==> config.mk <==
export PLATFORM = sky130hd
export DESIGN_NAME = ubx_nav_pvt_frame_parser_flat
export DESIGN_NICKNAME = d
export VERILOG_FILES = /design/src/hdl/ubxp_pkg.sv /design/src/hdl/ubxp_if.sv /design/src/hdl/ubx_nav_pvt_frame_parser.sv /design/src/flat_wrapper.sv
export SDC_FILE = /design/constraint.sdc
export NUM_CORES = 1
export LEC_CHECK = 0
export BUFFER_PORTS_ARGS = -buffer_cell sky130_fd_sc_hd__buf_2
export CAP_MARGIN = 10
export CORE_MARGIN = 5
export CORE_UTILIZATION = 55
export CTS_CLUSTER_SIZE = 40
export DETAILED_ROUTE_END_ITERATION = 12
export GPL_ROUTABILITY_DRIVEN = 0
export PLACE_DENSITY_LB_ADDON = 0.15
export SETUP_SLACK_MARGIN = 0.15
export SLEW_MARGIN = 10
export SYNTH_ARGS = -nofsm -noshare
export SYNTH_HDL_FRONTEND = slang
export SYNTH_SLANG_ARGS = --single-unit
==> constraint.sdc <==
create_clock -name clk_i -period 42.8 [get_ports clk_i]
set_clock_uncertainty 0.2 [all_clocks]
set_input_delay 6.42 -clock clk_i [delete_from_list [all_inputs] [get_ports clk_i]]
set_output_delay 6.42 -clock clk_i [all_outputs]
set_load 0.01 [all_outputs]
==> src/hdl/ubxp_pkg.sv <==
// Shared types and constants for the NAV-PVT frame parser.
package ubxp_pkg;

  localparam int unsigned MAX_PAYLOAD = 128;
  localparam int unsigned LEN_W       = $clog2(MAX_PAYLOAD);

  localparam logic [7:0]  MAX_PAYLOAD_B = 8'(MAX_PAYLOAD);
  localparam logic [7:0]  SYNC_FIRST    = 8'hB5;
  localparam logic [7:0]  SYNC_SECOND   = 8'h62;
  localparam logic [7:0]  CLASS_NAV     = 8'h01;
  localparam logic [7:0]  ID_PVT        = 8'h07;
  localparam logic [15:0] TIMEOUT_RESET = 16'd2000;

  // Request kinds
  localparam logic REQ_BYTE = 1'b0;
  localparam logic REQ_TICK = 1'b1;

  // Payload offsets that feed the report, one captured byte each
  localparam int unsigned NUM_TAPS = 25;
  localparam logic [LEN_W-1:0] TAP_OFF [NUM_TAPS] = '{
    LEN_W'(4),  LEN_W'(5),  LEN_W'(6),  LEN_W'(7),  LEN_W'(8),
    LEN_W'(9),  LEN_W'(10), LEN_W'(20), LEN_W'(23), LEN_W'(24),
    LEN_W'(25), LEN_W'(26), LEN_W'(27), LEN_W'(28), LEN_W'(29),
    LEN_W'(30), LEN_W'(31), LEN_W'(36), LEN_W'(37), LEN_W'(38),
    LEN_W'(39), LEN_W'(60), LEN_W'(61), LEN_W'(62), LEN_W'(63)
  };

  typedef struct packed {
    logic       req_type;
    logic [7:0] rx_byte;
  } in_item_t;

  typedef struct packed {
    logic signed [15:0] year;
    logic [7:0]         month;
    logic [7:0]         day;
    logic [7:0]         hour;
    logic [7:0]         minute;
    logic [7:0]         second;
    logic [7:0]         fix_type;
    logic [7:0]         sat_count;
    logic signed [31:0] longitude;
    logic signed [31:0] latitude;
    logic signed [31:0] altitude;
    logic signed [31:0] gnd_speed;
  } pvt_item_t;

endpackage

==> src/hdl/ubxp_if.sv <==
// Valid/ready channel interfaces for parser input items and reports.
interface ubxp_in_if;
  logic                valid;
  logic                ready;
  ubxp_pkg::in_item_t  data;

  modport source (output valid, output data, input ready);
  modport sink   (input valid, input data, output ready);
endinterface

interface ubxp_out_if;
  logic                valid;
  logic                ready;
  ubxp_pkg::pvt_item_t data;

  modport source (output valid, output data, input ready);
  modport sink   (input valid, input data, output ready);
endinterface

==> src/hdl/ubx_nav_pvt_frame_parser.sv <==
// NAV-PVT frame parser with fix-loss timeout: top level.
//
// Takes one input transaction per clock: a received byte or a 1 ms tick. Each
// item is handled in the cycle it is accepted, and any report it causes enters
// the two-entry output buffer at the next clock edge. Reports leave through it,
// so rx_i.ready drops only when both entries hold reports that pvt_o has not
// taken; otherwise one item is accepted every cycle. Only the payload bytes that
// feed the report are kept, in registers, so no clearing pass runs after reset.
// The user must write timeout_q via cfg_we_i/cfg_wdata_i only while idle.
module ubx_nav_pvt_frame_parser (
  input  logic              clk_i,
  input  logic              rst_ni,
  ubxp_in_if.sink           rx_i,
  ubxp_out_if.source        pvt_o,
  input  logic              cfg_we_i,
  input  logic [15:0]       cfg_wdata_i
);

  localparam int unsigned LEN_W = ubxp_pkg::LEN_W;
  localparam int unsigned NUM_TAPS = ubxp_pkg::NUM_TAPS;

  typedef enum logic [8:0] {
    ST_HUNT    = 9'b000000001,
    ST_SYNC2   = 9'b000000010,
    ST_CLASS   = 9'b000000100,
    ST_ID      = 9'b000001000,
    ST_LEN_LO  = 9'b000010000,
    ST_LEN_HI  = 9'b000100000,
    ST_PAYLOAD = 9'b001000000,
    ST_CK_A    = 9'b010000000,
    ST_CK_B    = 9'b100000000
  } parse_state_e;

  parse_state_e state_q, state_d;
  logic [7:0]   sum_a_q, sum_a_d, sum_b_q, sum_b_d;
  logic [7:0]   sum_a_inc, sum_b_inc;
  logic [7:0]   class_q, class_d, id_q, id_d, ck_a_q, ck_a_d;
  logic [LEN_W-1:0] len_q, len_d, cnt_q, cnt_d;
  logic [7:0]   tap_q [NUM_TAPS];
  logic [7:0]   tap_d [NUM_TAPS];
  logic [15:0]  elapsed_q, elapsed_d;
  logic         to_rep_q, to_rep_d;
  logic [15:0]  timeout_q;
  ubxp_pkg::pvt_item_t held_q, held_d, tap_item, res_d;
  logic         res_v;
  logic [7:0]   rx_byte;
  logic         in_fire;

  ubxp_pkg::pvt_item_t out_q, skid_q;
  logic         out_valid_q, skid_valid_q, out_fire;

  assign rx_byte    = rx_i.data.rx_byte;
  assign rx_i.ready = !skid_valid_q;
  assign in_fire    = rx_i.valid && rx_i.ready;
  assign out_fire   = out_valid_q && pvt_o.ready;
  assign pvt_o.valid = out_valid_q;
  assign pvt_o.data  = out_q;

  assign sum_a_inc = sum_a_q + rx_byte;
  assign sum_b_inc = sum_b_q + sum_a_inc;

  always_comb begin
    tap_item.year         = {tap_q[1], tap_q[0]};
    tap_item.month        = tap_q[2];
    tap_item.day          = tap_q[3];
    tap_item.hour         = tap_q[4];
    tap_item.minute       = tap_q[5];
    tap_item.second       = tap_q[6];
    tap_item.fix_type     = tap_q[7];
    tap_item.sat_count    = tap_q[8];
    tap_item.longitude    = {tap_q[12], tap_q[11], tap_q[10], tap_q[9]};
    tap_item.latitude     = {tap_q[16], tap_q[15], tap_q[14], tap_q[13]};
    tap_item.altitude     = {tap_q[20], tap_q[19], tap_q[18], tap_q[17]};
    tap_item.gnd_speed    = {tap_q[24], tap_q[23], tap_q[22], tap_q[21]};
  end

  always_comb begin
    state_d   = state_q;
    sum_a_d   = sum_a_q;
    sum_b_d   = sum_b_q;
    class_d   = class_q;
    id_d      = id_q;
    len_d     = len_q;
    cnt_d     = cnt_q;
    ck_a_d    = ck_a_q;
    tap_d     = tap_q;
    elapsed_d = elapsed_q;
    to_rep_d  = to_rep_q;
    held_d    = held_q;
    res_v     = 1'b0;
    res_d     = held_q;
    if (in_fire) begin
      if (rx_i.data.req_type == ubxp_pkg::REQ_TICK) begin
        if (elapsed_q != 16'hFFFF) begin
          elapsed_d = elapsed_q + 16'd1;
        end
        if (elapsed_d > timeout_q && !to_rep_q) begin
          to_rep_d = 1'b1;
          res_v    = 1'b1;
        end
      end else begin
        unique case (state_q)
          ST_SYNC2: begin
            state_d = (rx_byte == ubxp_pkg::SYNC_SECOND) ? ST_CLASS : ST_HUNT;
          end
          ST_CLASS: begin
            class_d = rx_byte;
            sum_a_d = sum_a_inc;
            sum_b_d = sum_b_inc;
            state_d = ST_ID;
          end
          ST_ID: begin
            id_d    = rx_byte;
            sum_a_d = sum_a_inc;
            sum_b_d = sum_b_inc;
            state_d = ST_LEN_LO;
          end
          ST_LEN_LO: begin
            // drop an oversized frame; this is not a frame end
            if (rx_byte >= ubxp_pkg::MAX_PAYLOAD_B) begin
              sum_a_d = '0;
              sum_b_d = '0;
              state_d = ST_HUNT;
            end else begin
              len_d   = rx_byte[LEN_W-1:0];
              sum_a_d = sum_a_inc;
              sum_b_d = sum_b_inc;
              state_d = ST_LEN_HI;
            end
          end
          ST_LEN_HI: begin
            sum_a_d = sum_a_inc;
            sum_b_d = sum_b_inc;
            cnt_d   = '0;
            state_d = (len_q == '0) ? ST_CK_A : ST_PAYLOAD;
          end
          ST_PAYLOAD: begin
            if (cnt_q < len_q) begin
              for (int i = 0; i < NUM_TAPS; i++) begin
                if (cnt_q == ubxp_pkg::TAP_OFF[i]) begin
                  tap_d[i] = rx_byte;
                end
              end
              sum_a_d = sum_a_inc;
              sum_b_d = sum_b_inc;
              cnt_d   = cnt_q + LEN_W'(1);
              if (cnt_d == len_q) begin
                state_d = ST_CK_A;
              end
            end else begin
              state_d = ST_CK_A;
            end
          end
          ST_CK_A: begin
            ck_a_d  = rx_byte;
            state_d = ST_CK_B;
          end
          ST_CK_B: begin
            if (sum_a_q == ck_a_q && sum_b_q == rx_byte &&
                class_q == ubxp_pkg::CLASS_NAV && id_q == ubxp_pkg::ID_PVT) begin
              held_d          = tap_item;
              held_d.fix_type = '0;
              res_v           = 1'b1;
              res_d           = tap_item;
            end
            // frame end: restart hunting and the timeout
            state_d   = ST_HUNT;
            sum_a_d   = '0;
            sum_b_d   = '0;
            elapsed_d = '0;
            to_rep_d  = 1'b0;
          end
          default: begin
            state_d = (rx_byte == ubxp_pkg::SYNC_FIRST) ? ST_SYNC2 : ST_HUNT;
          end
        endcase
      end
    end
  end

  always_ff @(posedge clk_i or negedge rst_ni) begin
    if (!rst_ni) begin
      state_q   <= ST_HUNT;
      sum_a_q   <= '0;
      sum_b_q   <= '0;
      class_q   <= '0;
      id_q      <= '0;
      len_q     <= '0;
      cnt_q     <= '0;
      ck_a_q    <= '0;
      elapsed_q <= '0;
      to_rep_q  <= 1'b0;
      held_q    <= '0;
      timeout_q <= ubxp_pkg::TIMEOUT_RESET;
      for (int i = 0; i < NUM_TAPS; i++) begin
        tap_q[i] <= '0;
      end
    end else begin
      state_q   <= state_d;
      sum_a_q   <= sum_a_d;
      sum_b_q   <= sum_b_d;
      class_q   <= class_d;
      id_q      <= id_d;
      len_q     <= len_d;
      cnt_q     <= cnt_d;
      ck_a_q    <= ck_a_d;
      elapsed_q <= elapsed_d;
      to_rep_q  <= to_rep_d;
      held_q    <= held_d;
      tap_q     <= tap_d;
      if (cfg_we_i) begin
        timeout_q <= cfg_wdata_i;
      end
    end
  end

  // Two-entry output buffer: out_q faces the sink, skid_q catches a report
  // made while out_q is stalled.
  always_ff @(posedge clk_i or negedge rst_ni) begin
    if (!rst_ni) begin
      out_valid_q  <= 1'b0;
      skid_valid_q <= 1'b0;
    end else if (skid_valid_q) begin
      if (out_fire) begin
        skid_valid_q <= 1'b0;
      end
    end else if (out_valid_q && !out_fire) begin
      if (res_v) begin
        skid_valid_q <= 1'b1;
      end
    end else begin
      out_valid_q <= res_v;
    end
  end

  always_ff @(posedge clk_i) begin
    if (skid_valid_q) begin
      if (out_fire) begin
        out_q <= skid_q;
      end
    end else if (out_valid_q && !out_fire) begin
      if (res_v) begin
        skid_q <= res_d;
      end
    end else if (res_v) begin
      out_q <= res_d;
    end
  end

endmodule

==> src/flat_wrapper.sv <==
// flat-port wrapper written by rule: the top's interface ports become plain ports
module ubx_nav_pvt_frame_parser_flat 
  (clk_i, rst_ni, cfg_we_i, cfg_wdata_i, rx_i_valid, rx_i_data, rx_i_ready, pvt_o_valid, pvt_o_data, pvt_o_ready);
  ubxp_in_if rx_i_i ();
  ubxp_out_if pvt_o_i ();
  input  logic clk_i;
  input  logic rst_ni;
  input  logic cfg_we_i;
  input  logic [15:0] cfg_wdata_i;
  input wire logic [$bits(rx_i_i.valid)-1:0] rx_i_valid;
  input wire logic [$bits(rx_i_i.data)-1:0] rx_i_data;
  output wire logic [$bits(rx_i_i.ready)-1:0] rx_i_ready;
  output wire logic [$bits(pvt_o_i.valid)-1:0] pvt_o_valid;
  output wire logic [$bits(pvt_o_i.data)-1:0] pvt_o_data;
  input wire logic [$bits(pvt_o_i.ready)-1:0] pvt_o_ready;
  assign rx_i_i.valid = rx_i_valid;
  assign rx_i_i.data = rx_i_data;
  assign rx_i_ready = rx_i_i.ready;
  assign pvt_o_valid = pvt_o_i.valid;
  assign pvt_o_data = pvt_o_i.data;
  assign pvt_o_i.ready = pvt_o_ready;
  ubx_nav_pvt_frame_parser u_core (.clk_i(clk_i), .rst_ni(rst_ni), .rx_i(rx_i_i), .pvt_o(pvt_o_i), .cfg_we_i(cfg_we_i), .cfg_wdata_i(cfg_wdata_i));
endmodule
==> flow_summary.ini <==
[run_status]
status = completed

[synth]
ys_types = 68
synth_edf_count = 400
synthFlopType = dfrtp_1
yosysMostFrequentCell = mux2_2
synth_area_um2 = 38500
syn_avg_cell_area_um2 = 16.3
synth-async-reset-ratio = 0.551
yosysTopAreaCell = dfrtp_1
synth_nets = 2439
netlist_instances = 2365
synth_warnings = 0
yosys-top-cells-count = mux2_2, dfrtp_1, edfxtp_1
ys_seq_area_frac = 0.630
ys_ff_latch = 890
yosys-top-cells-area = dfrtp_1, edfxtp_1, mux2_2, mux2_4, ha_1
synth_top_area_frac = 0.314

[timing]
tightest_slew_ns = 1.15
slew-limit-headroom = 0.228
setup_tns_ns = 0
rsz0062_at_grt = no
setup_viol = 0
slew_viol_final = 0
hold_violations = 0
fmax_mhz = 92.7
fin_crit_ns = 10.79
period_share = 0.252

[routing]
drt_iter0_drc = 1148
wire_per_inst_um = 21.3
vias = 20184
wirelength_mm = 77.5
via_per_inst = 5.56
firstDrtPassIters = 5
antenna_left = 0
drc = 0

[power]
p_seq_frac = 0.510
powerDensity_nw_per_um2 = 40.3
p_int_w = 0.00139
p_total_w = 0.00176
p_leak_nw = 19.0
netSwitchingPower_w = 0.000371
clkPwrFrac = 0.460
ir_drop_mv = 0.0259
swShare = 0.210
p_comb_frac = 0.030

[run]
max-cap-violations = 0

[grt]
use_met1 = 0.285
grt_max_degree = 123
grt_overflow = 0
grt_use_total = 0.206
grt_use_met2 = 0.352
first_global_vias = 21564
grtUsageMet3 = 0.0287
grt_first_pass_wirelength_mm = 123
antenna_found_initial = 0
busiest_layer = met2

[setup_path]
crit_chain = buf_2, xor2_1, or4_1, or4_1, or3_4, buf_4, buf_4, mux2_4, mux2_4
start_kind = input pin
cp_top_family = buffers and inverters
slowest_stage = buf_4
worstPathArrival_ns = 10.96
cp_num_cells = 9
reg2reg_depth = 13
critPathMaxFanout = 70
crit_type = in -> reg
path_buf_inv = 3
worstPathRequired_ns = 42.97
critPathCaptureType = flip-flop
slowest_delay_ns = 0.93

[clock_network]
cts_tree = built
cts_hold_buf = 0
clk_latency_ns = 0.64
clock-sinks = 890
cts_setup_buffers = 0
clk_pin_slew_ns = 0.06
cts_max_level = 3
cts_made_buffers = 92
clockBufferDepth = 3
post_cts_resized = 0
cts-root-buf = clkbuf_16

[layout]
final_layout_size_suffix_gt1_frac = 0.468
fillCellCount = 5056
num_antenna_cells = 0
synthToLayoutAreaGrowth_pct = 13.5
fin_nets = 2688

[floorplanning]
die_area_um2 = 75500
ios = 232
coreArea_um2 = 69800
floorplan.initialDensity = 0.552
rows = 97
die_width_um = 275
die_y_um = 275

[placement]
io_buffers = 231
hpwl_mm = 48.0

[hold_path]
worst_hold_path_type = reg -> reg
whs_path_depth = 1
-- routing by layer --
layer | wire length (um) | part of all wire
met1 | 34500 | 0.45
met3 | 2850 | 0.037
met4 | 1280 | 0.017
met2 | 38800 | 0.50
met5 | 0 | 0
-- state kept, by name, indices dropped and copies added (netlist names) --
name and count:
u_core.skid_q 200, u_core.len_q 7, u_core.id_q 8, u_core.sum_a_q 8, u_core.pvt_o.valid 1, u_core.state_q 9, u_core.cnt_q 7, u_core.held_q 192
u_core.pvt_o.data 200, u_core.class_q 8, u_core.ck_a_q 8, u_core.to_rep_q 1, u_core.skid_valid_q 1, u_core.elapsed_q 16, u_core.timeout_q 16, u_core.tap_item 200
u_core.sum_b_q 8
-- kinds of logic after synthesis --
| family | count (synthesis) | share of synthesized area |
|---|---|---|
| DFF | 890 | 0.630 |
| muxes | 813 | 0.263 |
| and+or+nand+nor | 255 | 0.0341 |
| buffers and inverters | 166 | 0.0217 |
| AOI/OAI and AO/OA | 150 | 0.0261 |
| xor gates and xnor gates | 47 | 0.0107 |
| adders and majority gates | 44 | 0.0147 |
-- cell usage in the layout (no fill, tap or decap), types with 7 or more instances in the layout --
master / Yosys / layout
mux2_4: 260 / 260
dfrtp_1: 483 / 483
buf_2: 23 / 230
and3_1: 9 / 9
nand2_1: 67 / 67
inv_1: 46 / 46
ha_1: 42 / 42
clkbuf_16: 0 / 96
clkbuf_8: 0 / 12
nand3_1: 27 / 27
o21ai_0: 47 / 46
o31ai_1: 8 / 8
nor2_1: 46 / 46
clkbuf_1: 76 / 18
nor3_1: 33 / 27
or3_1: 11 / 10
bufinv_16: 0 / 8
buf_4: 1 / 43
a21o_1: 16 / 16
clkinv_1: 1 / 8
dfstp_2: 7 / 7
mux2_2: 552 / 552
xnor2_1: 30 / 30
nand2b_1: 9 / 9
a22o_1: 15 / 15
a21oi_1: 22 / 21
clkinv_2: 0 / 14
clkinvlp_4: 0 / 10
edfxtp_1: 400 / 400
xor2_1: 17 / 17
-- power by group through the flow --
stage          clock (W)  combinational [W]  sequential, W
2_1_floorplan          0          0.0000289       0.000916
3_3_place_gp           0          0.0000509       0.000916
3_5_place_dp           0          0.0000529       0.000917
4_1_cts         0.000832          0.0000532       0.000900
5_1_grt         0.000868          0.0000595       0.000900
6_report        0.000812          0.0000522       0.000900
-- path summary, 6_finish.rpt --
kind / slack (ns) / to / startpoint
worst min-delay path: 0.30 / u_core.id_q[6] / u_core.id_q[6]
min in group asynchronous: 5.68 / u_core.timeout_q[11] / rst_ni
worst min register to register: 0.30 / u_core.id_q[6] / u_core.id_q[6]
worst max-delay path: 32.01 / u_core.pvt_o.data[51] / rx_i_data[5]
max in group asynchronous: 34.07 / u_core.tap_item[127] / rst_ni
worst max register to register: 36.67 / u_core.pvt_o.data[49] / u_core.elapsed_q[6]
-- through the flow --
step                hold slack, ns  utilization  worst slack [ns]  std cells  area [um^2]
global route                 0.315        0.627             31.72       3633        43700
global placement             0.282        0.582             31.41       3460        40600
detailed placement           0.287        0.582             31.39       3460        40600
floorplan                    0.246            -             23.76       2365        38500
CTS                          0.301        0.627             32.05       3633        43700
finish                       0.296        0.627             32.01       3633        43700
-- final cells by class --
| cell class | instances | area [um^2] | share of cell area |
|---|---|---|---|
| clock inverter | 47 | 488 | 0.0112 |
| timing repair buffer | 274 | 1490 | 0.0340 |
| clock buffer | 126 | 2640 | 0.0602 |
| multi-input combinational | 1309 | 13500 | 0.308 |
| inverter | 47 | 184 | 0.00420 |
| tap | 940 | 1180 | 0.0269 |
| sequential | 890 | 24300 | 0.555 |
No activity file was read; power rests on OpenSTA's default activity.
